File: config.mk
export PLATFORM = sky130hd
export DESIGN_NAME = lidar_scan_frame_deframer_core
export DESIGN_NICKNAME = d
export VERILOG_FILES = /design/src/sv/lsfd_pkg.sv /design/src/sv/lsfd_parser.sv /design/src/sv/lidar_scan_frame_deframer_core.sv
export SDC_FILE = /design/constraint.sdc
export NUM_CORES = 1
export LEC_CHECK = 0
export BUFFER_PORTS_ARGS = -buffer_cell sky130_fd_sc_hd__buf_4
export CAP_MARGIN = 15
export CORE_MARGIN = 1
export CORE_UTILIZATION = 35
export DETAILED_ROUTE_END_ITERATION = 6
export PLACE_DENSITY_LB_ADDON = 0.05
export SYNTH_ARGS = -nofsm -noshare
export SYNTH_HDL_FRONTEND = slang
export SYNTH_HIERARCHICAL = 1
export SYNTH_SLANG_ARGS = --single-unit
File: constraint.sdc
create_clock -name clk -period 4.18 [get_ports clk]
set_clock_uncertainty 0.05 [all_clocks]
set_input_delay 0.209 -clock clk [delete_from_list [all_inputs] [get_ports clk]]
set_output_delay 0.209 -clock clk [all_outputs]
set_load 0.02 [all_outputs]
File: src/sv/lsfd_pkg.sv
// Package for the scan-frame deframer: frame layout constants, codes and shared types.
// Used by every module of the block; depends on nothing.
`timescale 1ns / 1ps
`default_nettype none

package lsfd_pkg;

    localparam int unsigned DATA_START   = 85;
    localparam int unsigned SAMPLE_BYTES = 810;

    localparam int unsigned OFFSET_W  = 17;
    localparam int unsigned INDEX_W   = 10;
    localparam int unsigned RANGE_W   = 16;
    localparam int unsigned STATUS_W  = 3;
    localparam int unsigned FRAME_W   = 32;
    localparam int unsigned PACKAGE_W = 16;
    localparam int unsigned MAXLEN_W  = 17;

    localparam logic [OFFSET_W-1:0] DATA_LO   = OFFSET_W'(DATA_START);
    localparam logic [OFFSET_W-1:0] DATA_HI   = OFFSET_W'(DATA_START + SAMPLE_BYTES);
    localparam logic                DATA_PAR  = DATA_LO[0];
    localparam logic [INDEX_W-1:0]  SAMPLE_BASE = INDEX_W'((SAMPLE_BYTES / 2) % 1024);

    localparam logic [7:0] SYNC_BYTE = 8'h02;
    localparam logic [7:0] CMD_SCAN  = 8'h73;
    localparam logic [7:0] CMD_SUB_A = 8'h52;
    localparam logic [7:0] CMD_SUB_B = 8'h53;

    localparam logic [OFFSET_W-1:0] OFF_LEN_LAST = OFFSET_W'(7);
    localparam logic [OFFSET_W-1:0] OFF_CMD0     = OFFSET_W'(8);
    localparam logic [OFFSET_W-1:0] OFF_CMD1     = OFFSET_W'(9);
    localparam logic [OFFSET_W-1:0] OFF_FN_FIRST = OFFSET_W'(46);
    localparam logic [OFFSET_W-1:0] OFF_FN_LAST  = OFFSET_W'(49);
    localparam logic [OFFSET_W-1:0] OFF_PKG_HI   = OFFSET_W'(50);
    localparam logic [OFFSET_W-1:0] OFF_PKG_LO   = OFFSET_W'(51);
    localparam logic [OFFSET_W-1:0] OFF_SYNCED   = OFFSET_W'(4);
    localparam logic [OFFSET_W-1:0] MIN_CHK_OFF  = OFFSET_W'(10);
    localparam logic [OFFSET_W-1:0] CHK_BIAS     = OFFSET_W'(8);
    localparam logic [32:0]         TOTAL_BIAS   = 33'd9;

    localparam logic [PACKAGE_W-1:0] PKG_FIRST  = PACKAGE_W'(1);
    localparam logic [PACKAGE_W-1:0] PKG_SECOND = PACKAGE_W'(2);

    localparam logic [STATUS_W-1:0] ST_OK             = 3'd0;
    localparam logic [STATUS_W-1:0] ST_CHECKSUM       = 3'd1;
    localparam logic [STATUS_W-1:0] ST_COMMAND        = 3'd2;
    localparam logic [STATUS_W-1:0] ST_FRAME_MISMATCH = 3'd3;
    localparam logic [STATUS_W-1:0] ST_TOO_LONG       = 3'd4;

    localparam logic KIND_SAMPLE  = 1'b0;
    localparam logic KIND_VERDICT = 1'b1;

    localparam logic CFG_MAX_FRAME   = 1'b0;
    localparam logic CFG_RANGE_LIMIT = 1'b1;

    localparam logic [MAXLEN_W-1:0] MAX_FRAME_RESET   = MAXLEN_W'(8192);
    localparam logic [RANGE_W-1:0]  RANGE_LIMIT_RESET = RANGE_W'(25000);

    typedef enum logic [1:0] {
        PH_HUNT,
        PH_LEN,
        PH_BODY
    } phase_t;

    typedef struct packed {
        logic                 kind;
        logic [INDEX_W-1:0]   index;
        logic [RANGE_W-1:0]   range_mm;
        logic [STATUS_W-1:0]  status;
        logic [FRAME_W-1:0]   frame_number;
        logic [PACKAGE_W-1:0] package_number;
    } result_t;

endpackage

`default_nettype wire

File: src/sv/lsfd_parser.sv
// Frame parser: holds the per-frame state and turns one received byte into at most one result.
// Depends on lsfd_pkg.
`timescale 1ns / 1ps
`default_nettype none

module lsfd_parser (
    input  wire logic                            clk,
    input  wire logic                            rst_n,
    input  wire logic                            accept,
    input  wire logic [7:0]                      rx_byte,
    input  wire logic [lsfd_pkg::MAXLEN_W-1:0]   max_frame_bytes,
    input  wire logic [lsfd_pkg::RANGE_W-1:0]    range_limit_mm,
    output logic                                 emit,
    output lsfd_pkg::result_t                    result
);

    lsfd_pkg::phase_t                    phase_reg, phase_next;
    logic [lsfd_pkg::OFFSET_W-1:0]       offset_reg, offset_next;
    logic [lsfd_pkg::FRAME_W-1:0]        length_reg, length_next;
    logic [lsfd_pkg::OFFSET_W-1:0]       chk_off_reg, chk_off_next;
    logic [7:0]                          xor_reg, xor_next;
    logic                                cmd_reg, cmd_next;
    logic [lsfd_pkg::FRAME_W-1:0]        fn_reg, fn_next;
    logic [lsfd_pkg::PACKAGE_W-1:0]      pkg_reg, pkg_next;
    logic [lsfd_pkg::FRAME_W-1:0]        prev_fn_reg, prev_fn_next;
    logic [7:0]                          high_reg, high_next;
    logic [lsfd_pkg::INDEX_W-1:0]        count_reg, count_next;

    logic [32:0]                         total;
    logic                                in_data;
    logic [lsfd_pkg::RANGE_W-1:0]        mm;

    always_comb
    begin
        phase_next   = phase_reg;
        offset_next  = offset_reg;
        length_next  = length_reg;
        chk_off_next = chk_off_reg;
        xor_next     = xor_reg;
        cmd_next     = cmd_reg;
        fn_next      = fn_reg;
        pkg_next     = pkg_reg;
        prev_fn_next = prev_fn_reg;
        high_next    = high_reg;
        count_next   = count_reg;
        emit         = 1'b0;
        result       = '0;
        total        = {1'b0, length_reg} + lsfd_pkg::TOTAL_BIAS;
        in_data      = 1'b0;
        mm           = '0;

        case (phase_reg)
            lsfd_pkg::PH_HUNT:
            begin
                if (rx_byte == lsfd_pkg::SYNC_BYTE)
                begin
                    if (offset_reg[1:0] == 2'd3)
                    begin
                        phase_next  = lsfd_pkg::PH_LEN;
                        offset_next = lsfd_pkg::OFF_SYNCED;
                        length_next = '0;
                        xor_next    = '0;
                        cmd_next    = 1'b0;
                        fn_next     = '0;
                        pkg_next    = '0;
                        high_next   = '0;
                        count_next  = '0;
                    end
                    else
                    begin
                        offset_next = offset_reg + 1'b1;
                    end
                end
                else
                begin
                    offset_next = '0;
                end
            end

            lsfd_pkg::PH_LEN:
            begin
                length_next = {length_reg[23:0], rx_byte};
                offset_next = offset_reg + 1'b1;
                total       = {1'b0, length_next} + lsfd_pkg::TOTAL_BIAS;
                if (offset_reg == lsfd_pkg::OFF_LEN_LAST)
                begin
                    if (total > {16'b0, max_frame_bytes})
                    begin
                        emit         = 1'b1;
                        result.kind  = lsfd_pkg::KIND_VERDICT;
                        result.status = lsfd_pkg::ST_TOO_LONG;
                        prev_fn_next = '0;
                        phase_next   = lsfd_pkg::PH_HUNT;
                        offset_next  = '0;
                    end
                    else
                    begin
                        phase_next   = lsfd_pkg::PH_BODY;
                        chk_off_next = length_next[lsfd_pkg::OFFSET_W-1:0] + lsfd_pkg::CHK_BIAS;
                    end
                end
            end

            lsfd_pkg::PH_BODY:
            begin
                if (offset_reg >= chk_off_reg)
                begin
                    emit        = 1'b1;
                    result.kind = lsfd_pkg::KIND_VERDICT;
                    if (xor_reg != rx_byte)
                    begin
                        result.status = lsfd_pkg::ST_CHECKSUM;
                    end
                    else if (!cmd_reg || chk_off_reg < lsfd_pkg::MIN_CHK_OFF)
                    begin
                        result.status = lsfd_pkg::ST_COMMAND;
                    end
                    else if (pkg_reg == lsfd_pkg::PKG_SECOND && fn_reg != prev_fn_reg)
                    begin
                        result.status = lsfd_pkg::ST_FRAME_MISMATCH;
                    end
                    else
                    begin
                        result.status = lsfd_pkg::ST_OK;
                        if (pkg_reg == lsfd_pkg::PKG_FIRST)
                        begin
                            prev_fn_next = fn_reg;
                        end
                    end
                    phase_next  = lsfd_pkg::PH_HUNT;
                    offset_next = '0;
                end
                else
                begin
                    xor_next    = xor_reg ^ rx_byte;
                    offset_next = offset_reg + 1'b1;
                    if (offset_reg == lsfd_pkg::OFF_CMD0)
                    begin
                        cmd_next = (rx_byte == lsfd_pkg::CMD_SCAN);
                    end
                    else if (offset_reg == lsfd_pkg::OFF_CMD1)
                    begin
                        cmd_next = cmd_reg && (rx_byte == lsfd_pkg::CMD_SUB_A ||
                                               rx_byte == lsfd_pkg::CMD_SUB_B);
                    end
                    else if (offset_reg >= lsfd_pkg::OFF_FN_FIRST &&
                             offset_reg <= lsfd_pkg::OFF_FN_LAST)
                    begin
                        fn_next = {fn_reg[23:0], rx_byte};
                    end
                    else if (offset_reg == lsfd_pkg::OFF_PKG_HI ||
                             offset_reg == lsfd_pkg::OFF_PKG_LO)
                    begin
                        pkg_next = {pkg_reg[7:0], rx_byte};
                    end

                    in_data = offset_reg >= lsfd_pkg::DATA_LO && offset_reg < lsfd_pkg::DATA_HI;
                    if (in_data)
                    begin
                        if (offset_reg[0] == lsfd_pkg::DATA_PAR)
                        begin
                            high_next = rx_byte;
                        end
                        else if (cmd_next)
                        begin
                            mm = {high_reg, rx_byte};
                            emit          = 1'b1;
                            result.kind   = lsfd_pkg::KIND_SAMPLE;
                            result.status = lsfd_pkg::ST_OK;
                            result.range_mm = (mm >= range_limit_mm) ? '0 : mm;
                            result.index  = count_reg +
                                ((pkg_next == lsfd_pkg::PKG_SECOND) ? lsfd_pkg::SAMPLE_BASE : '0);
                            count_next    = count_reg + 1'b1;
                        end
                    end
                end
            end

            default:
            begin
                phase_next  = lsfd_pkg::PH_HUNT;
                offset_next = '0;
            end
        endcase

        result.frame_number   = fn_next;
        result.package_number = pkg_next;
    end

    always_ff @(posedge clk or negedge rst_n)
    begin
        if (!rst_n)
        begin
            phase_reg   <= lsfd_pkg::PH_HUNT;
            offset_reg  <= '0;
            length_reg  <= '0;
            chk_off_reg <= '0;
            xor_reg     <= '0;
            cmd_reg     <= 1'b0;
            fn_reg      <= '0;
            pkg_reg     <= '0;
            prev_fn_reg <= '0;
            high_reg    <= '0;
            count_reg   <= '0;
        end
        else if (accept)
        begin
            phase_reg   <= phase_next;
            offset_reg  <= offset_next;
            length_reg  <= length_next;
            chk_off_reg <= chk_off_next;
            xor_reg     <= xor_next;
            cmd_reg     <= cmd_next;
            fn_reg      <= fn_next;
            pkg_reg     <= pkg_next;
            prev_fn_reg <= prev_fn_next;
            high_reg    <= high_next;
            count_reg   <= count_next;
        end
    end

endmodule

`default_nettype wire

File: src/sv/lidar_scan_frame_deframer_core.sv
// Top level of the scan-frame deframer: configuration registers, parser and result register.
// Depends on lsfd_pkg and lsfd_parser.
//
// The block takes one received byte per item on the input channel (in_valid, in_ready,
// rx_byte). It hunts for four sync bytes, follows the length field, and for each frame
// sends range samples as their second byte arrives, then one end-of-frame verdict on the
// output channel (out_valid, out_ready and the result fields). Most bytes give no result.
// A byte is taken every cycle in which in_valid and in_ready are high; its result, if any,
// appears in the result register on the next cycle, through the single pass of parser
// logic between the frame state and the result register.
// While a result waits and out_ready is low, in_ready is low; a new byte is still taken
// in the cycle in which the waiting result is taken.
// The configuration channel (cfg_valid, cfg_ready, cfg_index, cfg_data) is always ready:
// index 0 sets the longest accepted frame, index 1 the range limit in millimetres.
// Reset restores both registers to their defaults, clears the result register and puts
// the parser back to hunting for sync with no committed frame number.
`timescale 1ns / 1ps
`default_nettype none

module lidar_scan_frame_deframer_core (
    input  wire logic                               clk,
    input  wire logic                               rst_n,
    input  wire logic                               in_valid,
    output logic                                    in_ready,
    input  wire logic [7:0]                         rx_byte,
    output logic                                    out_valid,
    input  wire logic                               out_ready,
    output logic                                    item_kind,
    output logic [lsfd_pkg::INDEX_W-1:0]            sample_index,
    output logic [lsfd_pkg::RANGE_W-1:0]            range_mm,
    output logic [lsfd_pkg::STATUS_W-1:0]           frame_status,
    output logic [lsfd_pkg::FRAME_W-1:0]            frame_number,
    output logic [lsfd_pkg::PACKAGE_W-1:0]          package_number,
    input  wire logic                               cfg_valid,
    output logic                                    cfg_ready,
    input  wire logic                               cfg_index,
    input  wire logic [lsfd_pkg::MAXLEN_W-1:0]      cfg_data
);

    logic [lsfd_pkg::MAXLEN_W-1:0] max_frame_reg;
    logic [lsfd_pkg::RANGE_W-1:0]  limit_reg;
    logic                          out_valid_reg;
    lsfd_pkg::result_t             result_reg;
    lsfd_pkg::result_t             result_next;
    logic                          emit;
    logic                          accept;

    assign cfg_ready = 1'b1;
    assign in_ready  = !out_valid_reg || out_ready;
    assign accept    = in_valid && in_ready;

    always_ff @(posedge clk or negedge rst_n)
    begin
        if (!rst_n)
        begin
            max_frame_reg <= lsfd_pkg::MAX_FRAME_RESET;
            limit_reg     <= lsfd_pkg::RANGE_LIMIT_RESET;
        end
        else if (cfg_valid)
        begin
            case (cfg_index)
                lsfd_pkg::CFG_MAX_FRAME:   max_frame_reg <= cfg_data;
                lsfd_pkg::CFG_RANGE_LIMIT: limit_reg     <= cfg_data[lsfd_pkg::RANGE_W-1:0];
                default:                   limit_reg     <= limit_reg;
            endcase
        end
    end

    lsfd_parser u_parser (
        .clk             (clk),
        .rst_n           (rst_n),
        .accept          (accept),
        .rx_byte         (rx_byte),
        .max_frame_bytes (max_frame_reg),
        .range_limit_mm  (limit_reg),
        .emit            (emit),
        .result          (result_next)
    );

    always_ff @(posedge clk or negedge rst_n)
    begin
        if (!rst_n)
        begin
            out_valid_reg <= 1'b0;
        end
        else if (accept && emit)
        begin
            out_valid_reg <= 1'b1;
        end
        else if (out_ready)
        begin
            out_valid_reg <= 1'b0;
        end
    end

    always_ff @(posedge clk or negedge rst_n)
    begin
        if (!rst_n)
        begin
            result_reg <= '0;
        end
        else if (accept && emit)
        begin
            result_reg <= result_next;
        end
    end

    assign out_valid      = out_valid_reg;
    assign item_kind      = result_reg.kind;
    assign sample_index   = result_reg.index;
    assign range_mm       = result_reg.range_mm;
    assign frame_status   = result_reg.status;
    assign frame_number   = result_reg.frame_number;
    assign package_number = result_reg.package_number;

endmodule

`default_nettype wire

==> metrics.txt <==
status finished clean; setup violators final 0; Mapped Cells between 1500 and 2000; Starting Density 35.4%; RSZ-0062 raised after global routing no; CTS Buffer Depth 3; xor/xnor share of the synthesized area 4.09%; #FFs+latches synth about 280; Setup TNS 0 ns; Post-DP HPWL approximately 33000 um; first-pass GRT wire length 77400 um; Pleak approximately 9.1 nW; sequential fraction of the synthesis area 43.6%; die area 46700 um2; Clock Latency Late Sink ~0.55 ns; H-tree depth 2; worst-path cell chain dlygate4sd3_1, buf_4, inv_1, ha_1, a41oi_2, or3_4, xnor2_1, ha_1, nand4_1, or4_4, o21ai_2, o2111ai_2, o2111ai_2, nand2_1, nand2_2, nor2b_4, buf_12, clkbuf_16, mux2_4; element type at the critical path start input port; grt ovf 0; post-synthesis area per instance 10.3 um2; async set-reset flop share out of synthesis 100%; Distinct cells, synth 80; Mapped Nets 1657; Non-Filler Instances 2310; Final Power 8.58 mW; CTS tree yes; Worst path slowest cell dlygate4sd3_1; worst hold path type input port to register; Routed Antenna Nets 0; n_diodes 0; initial antenna violation count 0; relative slew slack roughly a quarter; maximum VDD drop 0.218 mV; pwr/cell area 444 nW/um2; vias in the first global route 12544; yosys warns 6; worst-path fanout max 10; Cell Area, Placed around 18000 um2; fin util 42.7%; Die Wd 216 um; drt first-iter violations 888; port bufs 110; DRC 0; mean routed wirelength per cell 21.5 um; core area 45300 um2; reg-to-reg setup timing slack between 0.2 and 0.3 ns; crit end category register; fraction of the mapped netlist area in compound gates 17.7%; clock root buffer clkbuf_16; share of layout cells above drive strength 1 24.2%; Worst path max stage delay 0.55 ns; layout net count 1778; dominant synthesized flop cell dfrtp_1; Die H 216 um; WS Path Type input port to register; placed insts 2209; Post-Syn Area between 15000 and 20000 um2; largest net degree at the start of global routing 102; Post-synth EDFFs 0; DR vias 12494; largest family of logic cells by synthesized area compound AO/OA/AOI/OAI gates; Slew @ Worst Pin ~1.1 ns; routability-driven placement congestion ratio 0.886; Final Hold Fails 0; clk sink count 279; synthesis-to-layout area growth 20.5%; max-slew violations 0; post-route clock period utilization 95.6%; total CTS buffers 38; worst path arrival time 4.37 ns; io pins about 110; Max Fclk ~250 MHz; cell row count 78; drt pass-1 iters 5; vias per cell between 5 and 6; Synth Area in Simple Gates 11.5%; Routed WL 49700 um; design area 19300 um2; adder-cell share of the synthesized area 5.07%; worst path required time 4.55 ns; max cap viols 0; mux cell area share after synthesis 12.2%; GRT Util Overall 21.3%; Final Critical Period 4.00 ns; Reg clk slew, reported paths around 0.05 ns
critical path, delay by kind of cell:
family          cells  cell delay (ns)
simple gates        6             1.38
compound gates      4             0.79
buf+inv             5             1.11
xor+xnor            1             0.13
fa+ha+maj           2             0.45
mux                 1             0.30
worst paths after layout:
check,from,end,cells after the start
worst min-delay path,rx_byte[4],u_parser/chk_off_reg[4],3
min in group asynchronous,rst_n,u_parser/length_reg[16],2
worst max-delay path,rx_byte[3],frame_number[15],19
max in group asynchronous,rst_n,u_parser/prev_fn_reg[14],3
worst max register to register,u_parser/length_reg[0],frame_number[0],18
worst min register to register,limit_reg[10],limit_reg[10],1
per-layer routing:
layer,share of wire [%],GRT usage (%),wire length [um],vias to the layer above
li1,-,-,-,5918
met1,50,31.8,24800,6271
met2,44,31.5,21800,232
met3,3.5,2.78,1720,73
met4,2.7,7.14,1340,0
met5,0,0,0,-
repair_timing:
action / CTS / global route
hold buffers: 23 / 0
endpoints found under the setup margin: 0 / 110
gates resized for setup: 0 / 14
buffers inserted: 0 / 4
hold endpoints to repair: 133 / 0
where the power goes:
part,switching (mW),total [mW],internal [mW]
combinational,1.14,1.96,0.820
clock,1.24,3.28,2.04
sequential,0.382,3.35,2.96
total,2.76,8.58,5.82
synthesized netlist by cell type, types with 4 or more instances:
cell	instances	area share [%]
nand4_1	29	1.1
or2_2	4	0.16
o21ai_0	85	2.7
nor2b_1	6	0.23
nor4_1	25	0.97
a31oi_1	8	0.31
a22oi_1	34	1.6
dfstp_2	7	1.1
a22o_1	112	6.1
xor2_1	50	2.7
mux2i_1	39	2.4
buf_1	5	0.12
inv_1	93	2.2
a21o_1	20	0.94
o31ai_1	6	0.28
buf_6	8	0.56
nor3_1	17	0.53
and3_1	9	0.35
and4_1	9	0.49
a21oi_1	32	1.0
dfrtp_1	272	42
buf_2	17	0.53
o2111ai_1	8	0.44
o22ai_1	11	0.43
nor2_1	60	1.4
nand3_1	37	1.2
clkbuf_1	94	2.2
nand2_1	110	2.6
ha_1	65	5.1
xnor2_1	25	1.4
mux2_4	20	1.9
and2_1	9	0.35
or3_1	6	0.23
nand2b_1	21	0.82
mux2_2	112	7.9
a211o_1	4	0.22
a211oi_1	22	1.0
o211ai_1	7	0.33
layout by cell type, fill, tap and decap left out, drive strengths merged, types with 7 or more instances in the layout:
cell / netlist / routed
nand2: 110 / 110
clkbuf: 96 / 61
o211ai: 8 / 8
o2111ai: 9 / 9
a31oi: 8 / 8
a22oi: 34 / 34
nor3: 17 / 17
mux2i: 39 / 39
nor4: 28 / 28
dlygate4sd3: 0 / 23
xnor2: 25 / 25
inv: 93 / 94
a21oi: 32 / 32
xor2: 50 / 50
dfrtp: 272 / 272
mux2: 133 / 133
nand4: 29 / 29
and2: 9 / 9
nand3: 37 / 37
a22o: 112 / 112
nand2b: 22 / 22
and4: 9 / 9
a21o: 20 / 20
o21ai: 86 / 86
ha: 65 / 65
nor2: 62 / 62
a211oi: 24 / 24
dfstp: 7 / 7
and3: 9 / 9
nor2b: 7 / 7
o22ai: 11 / 11
buf: 32 / 183
cell type report:
type	instances	area, um2
clock buffer	58	1130
clock inverter	10	133
fill	4365	25900
inverter	93	349
multi-input combinational	1061	8170
sequential	279	6990
tap	600	751
timing repair buffer	209	1810
kinds of logic (layout without fill, tap and decap cells):
| family | after synthesis | in the layout |
|---|---|---|
| AO/OA/AOI/OAI | 389 | 389 |
| other | 1 | 1 |
| adder cells (fa/ha/maj) | 65 | 65 |
| AND/OR/NAND/NOR | 359 | 359 |
| multiplexers | 172 | 172 |
| XOR/XNOR | 75 | 75 |
| flip-flops | 279 | 279 |
| buffers and inverters | 221 | 370 |
metrics by stage:
step | worst slack, ns | hold slack, ns
2_1_floorplan | 0.00252 | -0.137
3_3_place_gp | 0.195 | 0.291
3_5_place_dp | 0.134 | 0.273
4_1_cts | 0.139 | 0.0572
5_1_grt | 0.0190 | 0.0560
6_report | 0.184 | 0.0586
Power figures use the tool's default switching activity.
